===== config.mk =====
export PLATFORM = sky130hd
export DESIGN_NAME = group_cluster_hysteresis_core
export DESIGN_NICKNAME = d
export VERILOG_FILES = /design/src/rtl/core/gch_pkg.sv /design/src/rtl/core/group_cluster_hysteresis_core.sv
export VERILOG_INCLUDE_DIRS = /design/src /design/src/rtl/core
export SDC_FILE = /design/constraint.sdc
export NUM_CORES = 2
export LEC_CHECK = 0
export BUFFER_PORTS_ARGS = -buffer_cell sky130_fd_sc_hd__buf_2
export CORE_MARGIN = 4
export CORE_UTILIZATION = 35
export CTS_CLUSTER_SIZE = 30
export DETAILED_ROUTE_END_ITERATION = 8
export PLACE_DENSITY = 0.54
export REMOVE_ABC_BUFFERS = 1
export SYNTH_ARGS = -nofsm -noshare
export SYNTH_HDL_FRONTEND = slang
export SYNTH_SLANG_ARGS = --single-unit

===== constraint.sdc =====
create_clock -name clk -period 8.1 [get_ports clk]
set_clock_uncertainty 0.1 [all_clocks]
set_input_delay 0.405 -clock clk [delete_from_list [all_inputs] [get_ports clk]]
set_output_delay 0.405 -clock clk [all_outputs]
set_load 0.03 [all_outputs]

===== src/rtl/core/group_cluster_hysteresis_core_macros.svh =====
// Assertion macros for the group cluster hysteresis core.
// Used by group_cluster_hysteresis_core.sv; expects clk and rst_n in scope.
`ifndef GROUP_CLUSTER_HYSTERESIS_CORE_MACROS_SVH
`define GROUP_CLUSTER_HYSTERESIS_CORE_MACROS_SVH

// same-cycle implication
`define GCH_ASSERT_NOW(lbl, ante, cons) \
    lbl: assert property (@(posedge clk) disable iff (!rst_n) (ante) |-> (cons)) \
        else $error("group_cluster_hysteresis_core: check failed");

// next-cycle implication
`define GCH_ASSERT_NEXT(lbl, ante, cons) \
    lbl: assert property (@(posedge clk) disable iff (!rst_n) (ante) |=> (cons)) \
        else $error("group_cluster_hysteresis_core: check failed");

`endif


===== src/rtl/core/gch_pkg.sv =====
// Package for the group cluster hysteresis core: register map, reset values,
// field widths and the staged word type. No dependencies.
`timescale 1ns / 1ps

package gch_pkg;

    localparam int TIME_W  = 64;
    localparam int DEM_W   = 32;
    localparam int SUM_W   = DEM_W + 1;
    localparam int HIST_W  = 4;
    localparam int SPAN_W  = DEM_W + HIST_W;
    localparam int RATE_W  = 29;
    localparam int ADDR_W  = 6;
    localparam int IN_W    = 168;
    localparam int OUT_W   = 136;

    // register indexes, byte address = 8 * index
    localparam logic [2:0] REG_UP_THRESHOLD    = 3'd0;
    localparam logic [2:0] REG_DOWN_THRESHOLD  = 3'd1;
    localparam logic [2:0] REG_DOWN_HOLD_NS    = 3'd2;
    localparam logic [2:0] REG_WINDOW_NS       = 3'd3;
    localparam logic [2:0] REG_HISTORY_WINDOWS = 3'd4;

    localparam logic [DEM_W-1:0]  UP_RESET     = 32'd20000000;
    localparam logic [DEM_W-1:0]  DOWN_RESET   = 32'd19000000;
    localparam logic [TIME_W-1:0] HOLD_RESET   = 64'd0;
    localparam logic [DEM_W-1:0]  WINDOW_RESET = 32'd20000000;
    localparam logic [HIST_W-1:0] HIST_RESET   = 4'd5;
    localparam logic [RATE_W-1:0] RATE_RESET   = 29'd2000000;

    // divide by ten: (x * RECIP_10) >> RECIP_SHIFT, exact for 32-bit x
    localparam logic [TIME_W-1:0] RECIP_10    = 64'h0000_0000_CCCC_CCCD;
    localparam int                RECIP_SHIFT = 35;

    typedef struct packed {
        logic [TIME_W-1:0] now;
        logic [DEM_W-1:0]  demand;
        logic              stale;
        logic              boost;
        logic              last;
        logic              flush;
        logic              maxb;
    } st_word_t;

endpackage


===== src/rtl/core/group_cluster_hysteresis_core.sv =====
// Group cluster hysteresis core: demand summing and big-cluster preference flag.
// Depends on gch_pkg and group_cluster_hysteresis_core_macros.svh.
//
// Usage:
//  Input stream s_*: one task record per word, s_tlast on the final record of an
//  update, s_tuser = group_empty. A word with group_empty set or multi_cluster
//  clear ends the update on its own and forces the flag clear.
//  Output stream m_*: one result word per ended update, none for other records.
//  Configuration: APB write/read of five registers at byte address 8 * index.
//  Path: a final record is registered in the input stage register, and its result
//  word then in the output register. Throughput: one record per cycle while no
//  record that ends an update is stalled; every record is summed and every decision
//  made combinationally between the input stage register and the output register.
//  Stall: while m_tready is low and a result waits, a further record that ends an
//  update (final or flush) holds in the input stage and s_tready drops; other records
//  keep flowing until the next one that ends an update.
//  Reset: flag, hold and timing state clear to zero, registers take their
//  default values, both streams come up empty.
`timescale 1ns / 1ps
`include "group_cluster_hysteresis_core_macros.svh"

module group_cluster_hysteresis_core
(
    input  logic                          clk,
    input  logic                          rst_n,

    // [63:0] now_ns, [127:64] task_last_seen, [159:128] task_demand,
    // [160] task_boost_big, [161] multi_cluster, [162] max_boost_mode, rest zero
    input  logic [gch_pkg::IN_W-1:0]      s_tdata,
    input  logic                          s_tlast,   // last_task
    input  logic [0:0]                    s_tuser,   // [0] group_empty
    input  logic                          s_tvalid,
    output logic                          s_tready,

    // [0] updated, [1] prefer_big, [2] changed, [66:3] active_since,
    // [130:67] demand_sum, rest zero
    output logic [gch_pkg::OUT_W-1:0]     m_tdata,
    output logic                          m_tvalid,
    input  logic                          m_tready,

    input  logic                          psel,
    input  logic                          penable,
    input  logic                          pwrite,
    input  logic [gch_pkg::ADDR_W-1:0]    paddr,
    input  logic [63:0]                   pwdata,
    output logic [63:0]                   prdata,
    output logic                          pready
);

    localparam int TW = gch_pkg::TIME_W;
    localparam int DW = gch_pkg::DEM_W;
    localparam int SW = gch_pkg::SUM_W;

    // configuration
    logic [DW-1:0]              up_reg;
    logic [DW-1:0]              down_reg;
    logic [TW-1:0]              hold_reg;
    logic [DW-1:0]              window_reg;
    logic [gch_pkg::HIST_W-1:0] hist_reg;
    logic [gch_pkg::RATE_W-1:0] rate_reg;
    logic [gch_pkg::RATE_W-1:0] rate_next;
    logic [2*TW-1:0]            rate_prod;
    logic                       cfg_wr;

    assign pready = 1'b1;
    assign cfg_wr = psel && penable && pwrite;
    assign rate_prod = {{TW{1'b0}}, {(TW-DW){1'b0}}, pwdata[DW-1:0]}
                       * {{TW{1'b0}}, gch_pkg::RECIP_10};
    assign rate_next = rate_prod[gch_pkg::RECIP_SHIFT +: gch_pkg::RATE_W];

    always_ff @(posedge clk or negedge rst_n)
    begin
        if (!rst_n)
        begin
            up_reg     <= gch_pkg::UP_RESET;
            down_reg   <= gch_pkg::DOWN_RESET;
            hold_reg   <= gch_pkg::HOLD_RESET;
            window_reg <= gch_pkg::WINDOW_RESET;
            hist_reg   <= gch_pkg::HIST_RESET;
            rate_reg   <= gch_pkg::RATE_RESET;
        end
        else if (cfg_wr)
        begin
            case (paddr[5:3])
                gch_pkg::REG_UP_THRESHOLD:    up_reg <= pwdata[DW-1:0];
                gch_pkg::REG_DOWN_THRESHOLD:  down_reg <= pwdata[DW-1:0];
                gch_pkg::REG_DOWN_HOLD_NS:    hold_reg <= pwdata;
                gch_pkg::REG_WINDOW_NS:
                begin
                    window_reg <= pwdata[DW-1:0];
                    rate_reg   <= rate_next;
                end
                gch_pkg::REG_HISTORY_WINDOWS: hist_reg <= pwdata[gch_pkg::HIST_W-1:0];
                default: ;
            endcase
        end
    end

    always_comb
    begin
        case (paddr[5:3])
            gch_pkg::REG_UP_THRESHOLD:    prdata = {{(64-DW){1'b0}}, up_reg};
            gch_pkg::REG_DOWN_THRESHOLD:  prdata = {{(64-DW){1'b0}}, down_reg};
            gch_pkg::REG_DOWN_HOLD_NS:    prdata = hold_reg;
            gch_pkg::REG_WINDOW_NS:       prdata = {{(64-DW){1'b0}}, window_reg};
            gch_pkg::REG_HISTORY_WINDOWS: prdata = {{(64-gch_pkg::HIST_W){1'b0}}, hist_reg};
            default:                      prdata = 64'd0;
        endcase
    end

    // input stage: staleness test done here
    logic [gch_pkg::SPAN_W-1:0] span;
    logic [TW-1:0]              span_floor;
    gch_pkg::st_word_t          in_word;
    gch_pkg::st_word_t          st_reg;
    logic                       st_valid_reg;
    logic                       st_go;
    logic                       st_emits;
    logic                       out_free;

    assign span       = window_reg * {{DW{1'b0}}, hist_reg};
    assign span_floor = s_tdata[63:0] - {{(TW-gch_pkg::SPAN_W){1'b0}}, span};

    always_comb
    begin
        in_word.now    = s_tdata[63:0];
        in_word.demand = s_tdata[159:128];
        in_word.stale  = s_tdata[127:64] < span_floor;
        in_word.boost  = s_tdata[160];
        in_word.last   = s_tlast;
        in_word.flush  = s_tuser[0] || !s_tdata[161];
        in_word.maxb   = s_tdata[162];
    end

    assign out_free = !m_tvalid || m_tready;
    assign st_emits = st_reg.last || st_reg.flush;
    assign st_go    = st_valid_reg && (!st_emits || out_free);
    assign s_tready = !st_valid_reg || st_go;

    always_ff @(posedge clk or negedge rst_n)
    begin
        if (!rst_n)
            st_valid_reg <= 1'b0;
        else if (s_tready)
            st_valid_reg <= s_tvalid;
    end

    always_ff @(posedge clk)
    begin
        if (s_tready && s_tvalid)
            st_reg <= in_word;
    end

    // decision state
    logic          flag_reg,    flag_next;
    logic [TW-1:0] pend_reg,    pend_next;
    logic [TW-1:0] last_dec_reg, last_dec_next;
    logic [TW-1:0] set_time_reg, set_time_next;
    logic [SW-1:0] sum_reg,     sum_next;
    logic          saw_reg,     saw_next;
    logic          stopped_reg, stopped_next;

    // per-word datapath
    logic          rec_take;
    logic          boost_hit;
    logic          add_hit;
    logic [SW-1:0] sum_add;
    logic [SW-1:0] sum_now;
    logic          stop_now;
    logic          saw_now;
    logic          limited;
    logic [TW-1:0] since_set;
    logic [TW-1:0] pend_age;
    logic [SW-1:0] dmd;
    logic          flag_dec;
    logic [TW-1:0] pend_dec;

    assign rec_take  = !stopped_reg && !st_reg.flush;
    assign boost_hit = rec_take && st_reg.boost;
    assign add_hit   = rec_take && !st_reg.boost && !st_reg.stale;
    assign sum_add   = sum_reg + {1'b0, st_reg.demand};
    assign sum_now   = add_hit ? sum_add : sum_reg;
    assign stop_now  = stopped_reg || boost_hit || (add_hit && (sum_add > {1'b0, up_reg}));
    assign saw_now   = saw_reg || boost_hit;
    assign limited   = (st_reg.now - last_dec_reg)
                       < {{(TW-gch_pkg::RATE_W){1'b0}}, rate_reg};
    assign since_set = st_reg.now - set_time_reg;
    assign pend_age  = st_reg.now - pend_reg;
    assign dmd       = st_reg.maxb ? {1'b0, up_reg} : sum_now;

    always_comb
    begin
        flag_dec = flag_reg;
        pend_dec = pend_reg;
        if (saw_now)
            flag_dec = 1'b0;
        else if (!flag_reg)
        begin
            if (dmd >= {1'b0, up_reg})
                flag_dec = 1'b1;
        end
        else if (dmd < {1'b0, down_reg})
        begin
            if ((hold_reg == '0) || (since_set < hold_reg))
            begin
                flag_dec = 1'b0;
                pend_dec = '0;
            end
            else if (pend_reg == '0)
                pend_dec = st_reg.now;
            else if (pend_age > hold_reg)
            begin
                flag_dec = 1'b0;
                pend_dec = '0;
            end
        end
        else
            pend_dec = '0;
    end

    // output word fields
    logic          o_updated;
    logic [SW-1:0] o_sum;

    always_comb
    begin
        flag_next     = flag_reg;
        pend_next     = pend_reg;
        last_dec_next = last_dec_reg;
        sum_next      = sum_now;
        saw_next      = saw_now;
        stopped_next  = stop_now;
        o_updated     = 1'b1;
        o_sum         = '0;
        if (st_reg.flush)
        begin
            flag_next    = 1'b0;
            sum_next     = '0;
            saw_next     = 1'b0;
            stopped_next = 1'b0;
        end
        else if (st_reg.last)
        begin
            sum_next     = '0;
            saw_next     = 1'b0;
            stopped_next = 1'b0;
            if (limited)
                o_updated = 1'b0;
            else
            begin
                flag_next     = flag_dec;
                pend_next     = pend_dec;
                last_dec_next = st_reg.now;
                o_sum         = sum_now;
            end
        end
        set_time_next = set_time_reg;
        if (flag_next != flag_reg)
            set_time_next = flag_next ? st_reg.now : '0;
    end

    always_ff @(posedge clk or negedge rst_n)
    begin
        if (!rst_n)
        begin
            flag_reg     <= 1'b0;
            pend_reg     <= '0;
            last_dec_reg <= '0;
            set_time_reg <= '0;
            sum_reg      <= '0;
            saw_reg      <= 1'b0;
            stopped_reg  <= 1'b0;
        end
        else if (st_go)
        begin
            flag_reg     <= flag_next;
            pend_reg     <= pend_next;
            last_dec_reg <= last_dec_next;
            set_time_reg <= set_time_next;
            sum_reg      <= sum_next;
            saw_reg      <= saw_next;
            stopped_reg  <= stopped_next;
        end
    end

    // output register
    logic m_tvalid_reg;

    always_ff @(posedge clk or negedge rst_n)
    begin
        if (!rst_n)
            m_tvalid_reg <= 1'b0;
        else if (st_go && st_emits)
            m_tvalid_reg <= 1'b1;
        else if (m_tready)
            m_tvalid_reg <= 1'b0;
    end

    logic [gch_pkg::OUT_W-1:0] m_tdata_reg;

    always_ff @(posedge clk)
    begin
        if (st_go && st_emits)
            m_tdata_reg <= {5'd0, {(TW-SW){1'b0}}, o_sum, set_time_next,
                            (flag_next != flag_reg), flag_next, o_updated};
    end

    assign m_tvalid = m_tvalid_reg;
    assign m_tdata  = m_tdata_reg;

    // checks
    `GCH_ASSERT_NOW(a_clear_flag_no_time, !flag_reg, set_time_reg == '0)
    `GCH_ASSERT_NEXT(a_accum_cleared, st_go && st_emits,
        (sum_reg == '0) && !saw_reg && !stopped_reg)
    `GCH_ASSERT_NOW(a_skip_no_change, m_tvalid_reg && !m_tdata_reg[0],
        !m_tdata_reg[2] && (m_tdata_reg[130:67] == '0))

endmodule

==> summary by stage <==
STA
Timing would allow up to 127 MHz. Setup repair after global routing could not meet its margin everywhere. The post-route fraction of the period consumed by the critical path is 0.969. The number of max-slew violations in the final report is 0.

For the pin with the worst max-slew slack, the measured transition is 1220 ps. The worst relative slew slack is 0.182. After layout, the worst setup slack is 253 ps. The minimum period implied by the final worst setup slack is 7850 ps. The count of final hold-check violations is 0. The number of failing setup endpoints in the final timing report is 0. The sum of negative setup slack is 0 ps.

GRT
The number of global-route vias before repair is 56727. The total grt overflow is 0. The initial antenna violation count was 18. Entering global routing, the biggest net connects 169 pins.

The wire length of the first global-routing pass is 366000 um. The total routing usage reported by global routing is 0.247.

Synthesis
Of the post-synthesis cell area, the dominant cell type holds 0.173. For this run, the number of Yosys warnings is 0. Ranked by total cell area, the synthesized netlist is headed by ha_1, fa_1, dfrtp_1, edfxtp_1, inv_1. The commonest cells after synthesis are inv_1, ha_1, nand2_1. In this run the mean area of a mapped cell was 9.40 um2.

The most used flip-flop cell after synthesis is dfrtp_1. In the synthesized netlist the async set-or-reset flop fraction comes to 0.678. The number of synthesized register bits is 624. The cell area that synthesis handed to floorplanning was 66500 um2. The share of the Yosys chip area taken by registers is 0.251. The number of enable flip-flop cells after synthesis is 201. inv_1 is the most common cell in the netlist. The cell type with the largest total area after synthesis is ha_1. After technology mapping, the gate count stands at 7073. The synthesized netlist contains 105 unique library cells.

Detailed routing
The final layout contains routed wiring with a total length of 248000 um. Dividing the detail-routed via count by the number of cells gives 5.25. The DRC violation count after routing is 0. The routed layout has 55187 vias. The number of optimization iterations in the first detailed-route pass is 5.

The violation count after the first detailed-route iteration is 3834. The detail route stage leaves a number of antenna-violating nets equal to 0. Dividing the detail-routed wire length by the instance count gives 23.6 um.

Power
The total power density per cell area is 481 nW/um2. The leakage power is 38.2 nW. IR analysis of the VDD net gives a maximum drop of 1.62 mV.

Min path
The worst hold path belongs to the class in2reg.

Worst setup path
The critical path class is in2reg. The required time of the critical path is 8510 ps. On the critical path the largest part of the delay comes from adder cells. The peak fanout along the critical path is 4. The critical path capture point type is a flop. The number of buffer and inverter stages on the critical path is 5.

For this run, the slowest stage of the critical path takes 620 ps. The worst setup path is launched from an input port. STA puts the critical path data arrival time at 8260 ps.

On the critical path, the stage with the largest delay is an instance of fa_1. Counting stages on the worst path, the most repeated cell is fa_1.

Placement
Detailed placement ended at an HPWL of 209000 um. The count of buffers added on input and output ports is 404. The routability congestion estimate is 0.981. OpenSTA, run right after detailed placement, puts the worst setup slack at -369 ps.

Job
Max-cap violations in this run came to 0.

Floorplan
Measured along the y axis, the die boundary spans 444 um. The die covers 197000 um2. The count of pins on the block boundary is 450. The number of placement rows is 159. The core region is 188000 um2. The initial utilization of the core area, before any placement, comes to 0.353. The floorplan step set the die width to 444 um.

Clock tree
The deepest level of the CTS H-tree is 3. The clock tree buffer depth is 3. The clock network latency to the later pin of the worst-skew pair is 710 ps. Counting every sink on the clock net gives 624. The post-CTS clock slew at the launch and capture registers of the worst setup and hold paths is 60 ps. The number of clock buffers added by TritonCTS is 79. TritonCTS built the clock tree. In this run the clock root is driven by a clkbuf_16.

Run status
The run finished with clean final reports.

Layout
Fill cells in the final layout number 18678. The share of final-layout standard cells stronger than drive strength 1 is 0.143. The area growth from synthesis to layout is 18.0%.

The register with the most flip-flops in the layout has 101 of them. For this run, the post-layout net count is 9622.
[metal layers]
metal	global-route usage	wire, um
met1	0.314	104000
met2	0.424	120000
met3	0.0325	12700
met4	0.101	11600
met5	0	81
[final cells by class]
class | instances | area (um2) | share of cell area
Multi-Input combinational cell | 5050 | 44500 | 0.567
Sequential cell | 624 | 16700 | 0.213
Timing Repair Buffer | 978 | 6920 | 0.0883
Inverter | 1213 | 4550 | 0.0581
Tap cell | 2495 | 3120 | 0.0398
Clock buffer | 114 | 2270 | 0.0290
Clock inverter | 34 | 385 | 0.00491
Antenna cell | 6 | 15.0 | 0.000191
[where the power goes]
group | leakage, nW | internal (mW) | total, mW | switching (mW)
combinational | 30.0 | 13.0 | 29.5 | 16.4
clock | 1.28 | 2.08 | 3.65 | 1.57
sequential | 6.92 | 4.05 | 4.64 | 0.588
[worst register-to-register path, delay by kind of cell, from the launching register on]
kind	cells	cell delay, ps
xor gates and xnor gates	1	280
adders and majority gates	5	2060
AOI/OAI and AO/OA	14	2770
and+or+nand+nor	11	1260
DFF	1	660
buffers and inverters	4	440
[worst paths after layout]
| kind | slack (ps) | start | to | cells past startpoint |
|---|---|---|---|---|
| max | 250 | pwdata[15] | rate_reg[28]$_DFFE_PN0P_ | 28 |
| min | 70 | pwdata[2] | up_reg[2]$_DFFE_PN0P_ | 4 |
| max reg2reg | 340 | hist_reg[2]$_DFFE_PN1P_ | st_reg[4]$_DFFE_PP_ | 35 |
| min reg2reg | 380 | rate_reg[20]$_DFFE_PN1P_ | rate_reg[20]$_DFFE_PN1P_ | 2 |
| max in group asynchronous | 6120 | rst_n | rate_reg[25]$_DFFE_PN0P_ | 3 |
| min in group asynchronous | 200 | rst_n | last_dec_reg[59]$_DFFE_PN0P_ | 2 |
[cells by family after synthesis]
logic type,Yosys count,share of synthesized area
AOI/OAI and AO/OA,1570,0.155
and+or+nand+nor,1520,0.111
muxes,207,0.0329
xor gates and xnor gates,287,0.0378
other,2,0.000113
DFF,624,0.251
adders and majority gates,1429,0.327
buffers and inverters,1434,0.0856
[cell usage in the layout, fill, tap and decap left out, types with 70 or more instances in the layout]
cell type and instances:
a22o_1 144, buf_4 417, dlygate4sd3_1 137, o21ai_0 381, xor2_1 106, and2_1 80, a21o_1 217, dfrtp_1 386
nand4_1 102, xnor2_1 181, nand2b_1 72, clkbuf_16 82, nand2_1 571, ha_1 916, buf_2 403, fa_1 512
a21oi_1 359, inv_1 1212, edfxtp_1 201, nand3_1 77, nor4_1 83, nor2_1 260, mux2i_1 114, nor2b_1 70
[what timing repair did]
item	4_1_cts	5_1_grt
endpoints found under the setup margin	32	128
cloned	0	1
pin swaps	3	8
hold buffers	137	0
endpoints found under the hold margin	222	0
resized for setup	8	38
setup buffers	0	8
[per-stage QoR]
stage	power (mW)	util	hold slack, ps	instances	cell area (um2)
3_5_place_dp	33.8	0.394	371	10214	74100
2_1_floorplan	22.5	-	9.41	6887	65500
5_1_grt	41.6	0.416	36.4	10508	78400
4_1_cts	37.9	0.415	5.78	10499	78200
6_report	37.7	0.416	65.3	10514	78400
3_3_place_gp	33.5	0.394	369	10214	74100
Note: power is estimated with default switching activity, not from simulation.
